<file path="config.mk">
export PLATFORM = sky130hd
export DESIGN_NAME = c3s_cell
export DESIGN_NICKNAME = d
export VERILOG_FILES = /design/src/design/c3s_pkg.sv /design/src/design/c3s_cell.sv
export SDC_FILE = /design/constraint.sdc
export NUM_CORES = 2
export LEC_CHECK = 0
export BUFFER_PORTS_ARGS = -buffer_cell sky130_fd_sc_hd__buf_2
export CORE_MARGIN = 2
export CORE_UTILIZATION = 55
export CTS_CLUSTER_DIAMETER = 200
export DETAILED_ROUTE_END_ITERATION = 12
export PLACE_DENSITY = 0.87
export SLEW_MARGIN = 10
export SYNTH_ARGS = -nofsm -noshare
export SYNTH_HDL_FRONTEND = slang
export SYNTH_SLANG_ARGS = --single-unit
</file>
<file path="constraint.sdc">
create_clock -name i_clk -period 5 [get_ports i_clk]
set_input_delay 0.25 -clock i_clk [delete_from_list [all_inputs] [get_ports i_clk]]
set_output_delay 0.25 -clock i_clk [all_outputs]
set_load 0.01 [all_outputs]
</file>
<file path="src/design/c3s_pkg.sv">
// ----------------------------------------------------------------------------
// c3s_pkg: shared types and constants for the 3x3 smoothing unit
// Geometry limits, payload types, kernel storage types and register indexes.
// ----------------------------------------------------------------------------
package c3s_pkg;

    localparam int MAX_WIDTH  = 1024;
    localparam int MAX_HEIGHT = 1024;
    localparam int COL_W      = $clog2(MAX_WIDTH);
    localparam int DIM_W      = $clog2(MAX_HEIGHT) + 1;
    localparam int ROW_W      = 10;
    localparam int PIX_W      = 8;
    localparam int COEF_W     = 16;
    localparam int KERN_W     = 3 * COEF_W;
    localparam int PROD_W     = COEF_W + PIX_W + 1;
    localparam int SUM_W      = 28;
    localparam int CFG_IDX_W  = 3;

    typedef logic [PIX_W-1:0]         t_pix;
    typedef logic signed [COEF_W-1:0] t_coef;
    typedef logic signed [PROD_W-1:0] t_prod;
    typedef logic signed [SUM_W-1:0]  t_sum;

    // Index 0 is the top row of the window, 2 the bottom row.
    typedef t_pix  [2:0] t_col;
    typedef t_coef [2:0] t_coef_col;

    typedef struct packed {
        t_pix two_above;
        t_pix above;
    } t_lb_word;

    typedef struct packed {
        logic shift;
        logic clear;
        logic ld_prod;
        logic ld_sum;
    } t_cell_ctl;

    typedef struct packed {
        logic [ROW_W-1:0] row;
        logic [COL_W-1:0] col;
        logic             emit0;
        logic             emit1;
        logic             frame_end;
    } t_res_ctl;

    typedef enum logic [CFG_IDX_W-1:0] {
        CFG_WIDTH       = 3'd0,
        CFG_HEIGHT      = 3'd1,
        CFG_KERN_TOP    = 3'd2,
        CFG_KERN_MIDDLE = 3'd3,
        CFG_KERN_BOTTOM = 3'd4,
        CFG_DROP_TOP    = 3'd5,
        CFG_DROP_BOTTOM = 3'd6
    } t_cfg_reg;

endpackage

</file>
<file path="src/design/c3s_cell.sv">
// ----------------------------------------------------------------------------
// c3s_cell: one column of the 3x3 window
// Holds three samples, hands them to its left neighbor on each shift, and
// forms the weighted column sums for the two kernel positions it serves.
// ----------------------------------------------------------------------------
module c3s_cell
    import c3s_pkg::*;
(
    input  logic      i_clk,
    input  t_cell_ctl i_ctl,
    input  t_col      i_col,
    input  t_coef_col i_coef_a,
    input  t_coef_col i_coef_b,
    output t_col      o_col,
    output t_sum      o_sum_a,
    output t_sum      o_sum_b
);

    t_col  r_col;
    t_prod r_prod_a [3];
    t_prod r_prod_b [3];
    t_sum  r_sum_a;
    t_sum  r_sum_b;

    always_ff @(posedge i_clk) begin
        if (i_ctl.shift) begin
            r_col <= i_ctl.clear ? '0 : i_col;
        end
        if (i_ctl.ld_prod) begin
            for (int k = 0; k < 3; k++) begin
                r_prod_a[k] <= $signed(i_coef_a[k]) * $signed({1'b0, r_col[k]});
                r_prod_b[k] <= $signed(i_coef_b[k]) * $signed({1'b0, r_col[k]});
            end
        end
        if (i_ctl.ld_sum) begin
            r_sum_a <= t_sum'(r_prod_a[0]) + t_sum'(r_prod_a[1]) + t_sum'(r_prod_a[2]);
            r_sum_b <= t_sum'(r_prod_b[0]) + t_sum'(r_prod_b[1]) + t_sum'(r_prod_b[2]);
        end
    end

    assign o_col   = r_col;
    assign o_sum_a = r_sum_a;
    assign o_sum_b = r_sum_b;

endmodule

</file>
* Word-level counts from Yosys, hierarchy flattened
Memories as Yosys holds them, arrays and structs flattened. Cells that the tools add are included. Widths: inputs -> output; s select.
Operators by class: $add $sub $neg 4, multipliers 6, divide/modulo/power cells 0, $lt $le $gt $ge 0, eq/ne operators 0, shift operators 0, multiplexer cells 2, bitwise operators 0, reductions and logical operators 0
Operator list (count):
- $mul 16x9->25 | 6
- $add 26x25->27 | 2
- $add 25x25->26 | 2
- $mux 1 | 2
Storage, ports and cells: bits in registers 80, latch bits 0, RAM bits 150, memory bits (read-only) 0, input port bits 125, output and inout bits 80, memories 2
Memories:
- r_prod_a | depth 3, bits a word 25, rd ports 3, clocked after Yosys merged registers in 0, write ports 3, RTL line c3s_cell.sv:20 | t_prod r_prod_a [3];
- r_prod_b | depth 3, bits a word 25, rd ports 3, clocked after Yosys merged registers in 0, write ports 3, RTL line c3s_cell.sv:21 | t_prod r_prod_b [3];

* Logic depth before layout (Yosys ltp)
word-level depth 2, depth in mapped cells 20, mapped depth without buffers 19

* Least setup slack after synthesis
OpenSTA, ideal clock, no wires.
kind reg-to-reg, from register r_col (netlist bit o_col[16]), to memory r_prod_b[0][74] (netlist bit), data pin, setup time 0.269 ns, data arrival time 4.984 ns, setup slack -0.253 ns, cell stages (with the launch flop) 19, buffers on the path 1, cells stage by stage edfxtp_1 clkbuf_1 nand2_1 fa_1 inv_1 fa_1 fa_1 inv_1 fa_1 inv_1 ha_1 a2111oi_1 o21a_1 o21ai_1 o31a_1 a211o_1 a41oi_1 mux2i_1 o311ai_1
RTL lines:
- from (decl) | RTL line c3s_cell.sv:19 | t_col r_col;
- from (signal assigned) | RTL line c3s_cell.sv:27 | r_col <= i_ctl.clear ? '0 : i_col;
- to (decl) | RTL line c3s_cell.sv:21

==> flow_metrics.py <==
metrics = {
    "yosys": {
        "yosys.area_share.simple": 0.1408,
        "ys_seq_area_frac": 0.1806,
        "async_flop_share": 0,
        "syn_area_per_cell_um2": 9.732,
        "synth-compound-area-share": 0.07069,
        "ys_ff_latch": 228,
        "yosys.area_share.xor_xnor": 0.04135,
        "yosys.area_share.adder": 0.4661,
        "yosys_warnings": 0,
        "synth_largest_area_cell": "fa_1",
        "synth_area_leaders": "fa_1 (35%), edfxtp_1 (18%), ha_1 (12%)",
        "syn-num-nets": 5035,
        "yosysTopAreaCellShare": 0.3506,
        "postSynthCellCount": 3896,
        "synth_cell_types": 66,
        "synth-main-ff-cell": "edfxtp_1",
        "synth_top_family_by_area": "adder cells",
        "synth_area_um2": 37920,
        "synth_edf_count": 228,
        "synthMuxAreaShare": 0.0002640,
    },
    "cells_and_area": {
        "multi_input_comb_area_um2": 28340,
        "fin_nets": 5467,
        "drive_above_1_share": 0.1698,
        "regArea_um2": 6847,
        "final_cells": 5243,
        "nFillCells": 4800,
        "area_delta_synth_final_pct": 16.80,
    },
    "placed_design": {
        "io_buffers": 204,
        "gp_congestion": 0.9237,
        "dp_cells": 5107,
        "hpwl_mm": 74.29,
    },
    "global_routing": {
        "first_global_vias": 30067,
        "antenna_found_initial": 13,
        "grtUsageTotal": 0.2680,
        "grt-ovfl-total": 0,
        "grt_max_degree": 59,
        "grt_pass1_wl_mm": 151.2,
    },
    "worst_setup_path": {
        "cp.arrival_ns": 5.37,
        "crit_chain": "buf_6 -> clkbuf_16 -> buf_4 -> nand2_1 -> fa_1 -> inv_1 -> fa_1 -> fa_1 -> inv_1 -> fa_1 -> inv_1 -> ha_4 -> buf_4 -> a41o_1 -> a211oi_2 -> o31a_1 -> o31a_1 -> o21ba_4 -> xnor2_2",
        "required_ns": 5.29,
        "crit_type": "reg2reg",
        "r2r_slack_ns": -0.08,
        "slowest_delay_ns": 0.52,
        "path_max_fanout": 5,
        "cp_common_cell": "fa_1",
        "crit_path_top_delay_cell": "fa_1",
        "crit_path_start_kind": "flip-flop",
        "endpoint_kind": "flip-flop",
    },
    "detailed_routing": {
        "routed_wl_mm": 97.50,
        "firstDrtPassIters": 6,
        "vias_per_cell": 5.530,
        "antenna_left": 1,
        "dr_total_vias": 28995,
        "route.detailed.drc": 0,
        "drt_iter0_markers": 2216,
        "routedWlPerCell_um": 18.60,
    },
    "sta": {
        "maxSlewHeadroom": 0.2807,
        "rsz0062_at_grt": "true",
        "layout_setup_ws_ns": -0.07766,
        "finalSetupViolations": 8,
        "max_freq_ghz": 0.1969,
        "finalCriticalPeriod_ns": 5.078,
        "hold_violations": 0,
        "slew_viol_final": 0,
        "tightest_slew_ns": 1.079,
        "fin_crit_sh": 1.016,
        "skew_ns": 0.06220,
    },
    "clock_tree": {
        "cts_max_path_buffers": 3,
        "clkLatencyLatePin_ns": 0.59,
        "cts-root-buf": "clkbuf_16",
        "cts.sinks": 228,
        "cts_buffers": 26,
        "cts-htree-levels": 1,
        "cts_tree": "built",
        "clk_pin_slew_worst_paths_ns": 0.07,
    },
    "floorplanning": {
        "die_y_um": 266.6,
        "die-area_um2": 71050,
        "die_x_um": 266.6,
        "rows": 96,
        "initial_core_util": 0.5538,
        "io_pins": 205,
        "core_area_um2": 68470,
    },
    "run_status": {
        "violations": "antenna violations, negative setup slack",
        "status": "finished with violations",
    },
    "job": {
        "drv_cap": 0,
    },
    "min_path": {
        "hold_path_class": "in2reg",
    },
}
==> synth_stat cells (6+ instances only) <==
cell type / number
and3_1: 11
inv_1: 922
a31oi_1: 6
and2_1: 425
nor2b_1: 42
clkbuf_1: 86
a21oi_1: 137
o21a_1: 14
xor2_1: 51
ha_1: 350
xnor2_1: 128
o211ai_1: 8
o31ai_1: 6
nor2_1: 78
or2_2: 6
fa_1: 664
edfxtp_1: 228
o21ai_0: 64
nand2_1: 407
nand3_1: 23
a21boi_0: 9
nand4_1: 14
a21o_1: 76
o21bai_1: 26
nor3_1: 16
nand2b_1: 13
a211oi_1: 12
==> sequential cells by signal, summed over array words and instances (netlist names) <==
register,count
o_col,24
o_sum_a,27
o_sum_b,27
r_prod_a,75
r_prod_b,75
==> placed cells by master (no fill, tap or decap), types with 9 or more instances in the layout <==
cell type and instances:
inv_1 908, fa_1 630, and2_1 417, nand2_1 393, ha_1 304, edfxtp_1 228, buf_4 221, buf_2 205
xnor2_1 122, a21oi_1 108, a21o_1 76, nor2_1 70, xor2_1 51, o21ai_0 51, nor2b_1 40, fa_2 34
ha_4 31, clkbuf_16 31, a21oi_2 29, buf_6 29, o21bai_1 24, nand3_1 20, nor3_1 15, ha_2 15
diode_2 14, nand4_1 14, inv_2 14, o21a_1 14, dlygate4sd3_1 14, buf_12 14, nand2b_1 12, nand2_2 11
a211oi_1 10, and3_1 9
==> path summary, 6_finish.rpt <==
check                  start              end  depth (start not counted)
min                 i_col[1]         o_col[1]                          2
min reg2reg  r_prod_a[0][26]       o_sum_a[1]                          2
max                 o_col[4]  r_prod_a[0][23]                         19
max reg2reg         o_col[4]  r_prod_a[0][23]                         19
==> cells by family after synthesis <==
group / count (synthesis)
buf+inv: 1010
simple gates: 1050
xor+xnor: 179
compound gates: 414
mux: 1
fa+ha+maj: 1014
flops: 228
==> timing repair <==
action,4_1_cts,5_1_grt
endpoints found under the setup margin,25,47
pin swaps,38,138
hold endpoints to repair,14,0
hold buffers,14,0
gates cloned,3,4
buffers inserted,23,31
gates resized for setup,58,215
==> area by class of cell <==
type                       count  area share
tap                          882     0.02492
inverter                     922     0.07815
antenna                       14   0.0007911
clock buffer                  29     0.01543
multi-input combinational   2658      0.6401
clock inverter                18    0.003730
sequential                   228      0.1546
timing repair buffer         492     0.08230
==> worst max-delay path: cells and delay by family, from the launching register on <==
family / cells / cell delay [ns]
AND/OR/NAND/NOR: 1 / 0.07
XOR/XNOR: 1 / 0.12
adder cells (fa/ha/maj): 5 / 2.31
AO/OA/AOI/OAI: 5 / 1.08
buffers and inverters: 7 / 0.73
flip-flops: 1 / 0.45
==> through the flow <==
step | utilization | area [um^2] | setup TNS (ns) | worst slack (ns) | hold WS, ns
floorplan | - | 38000 | -0.03202 | -0.03202 | 0.3625
global placement | 0.6062 | 41500 | -0.3311 | -0.1712 | 0.5411
detailed placement | 0.6062 | 41500 | -1.436 | -0.2516 | 0.5439
CTS | 0.6279 | 42990 | -0.1412 | -0.04498 | 0.01276
global route | 0.6465 | 44260 | -3.392 | -0.2330 | 0.03357
finish | 0.6468 | 44280 | -0.3057 | -0.07766 | 0.02109
==> metal layers <==
metal,vias to the layer above,track usage,wire [um]
met1,14531,0.3440,37190
li1,12834,-,-
met3,309,0.04106,7276
met5,-,0,88
met2,1309,0.4634,48440
met4,12,0.09247,4510
Power is left out: the tool's default activity adds up to more than one toggle a clock period on the data nets, which glitch-free logic cannot reach.
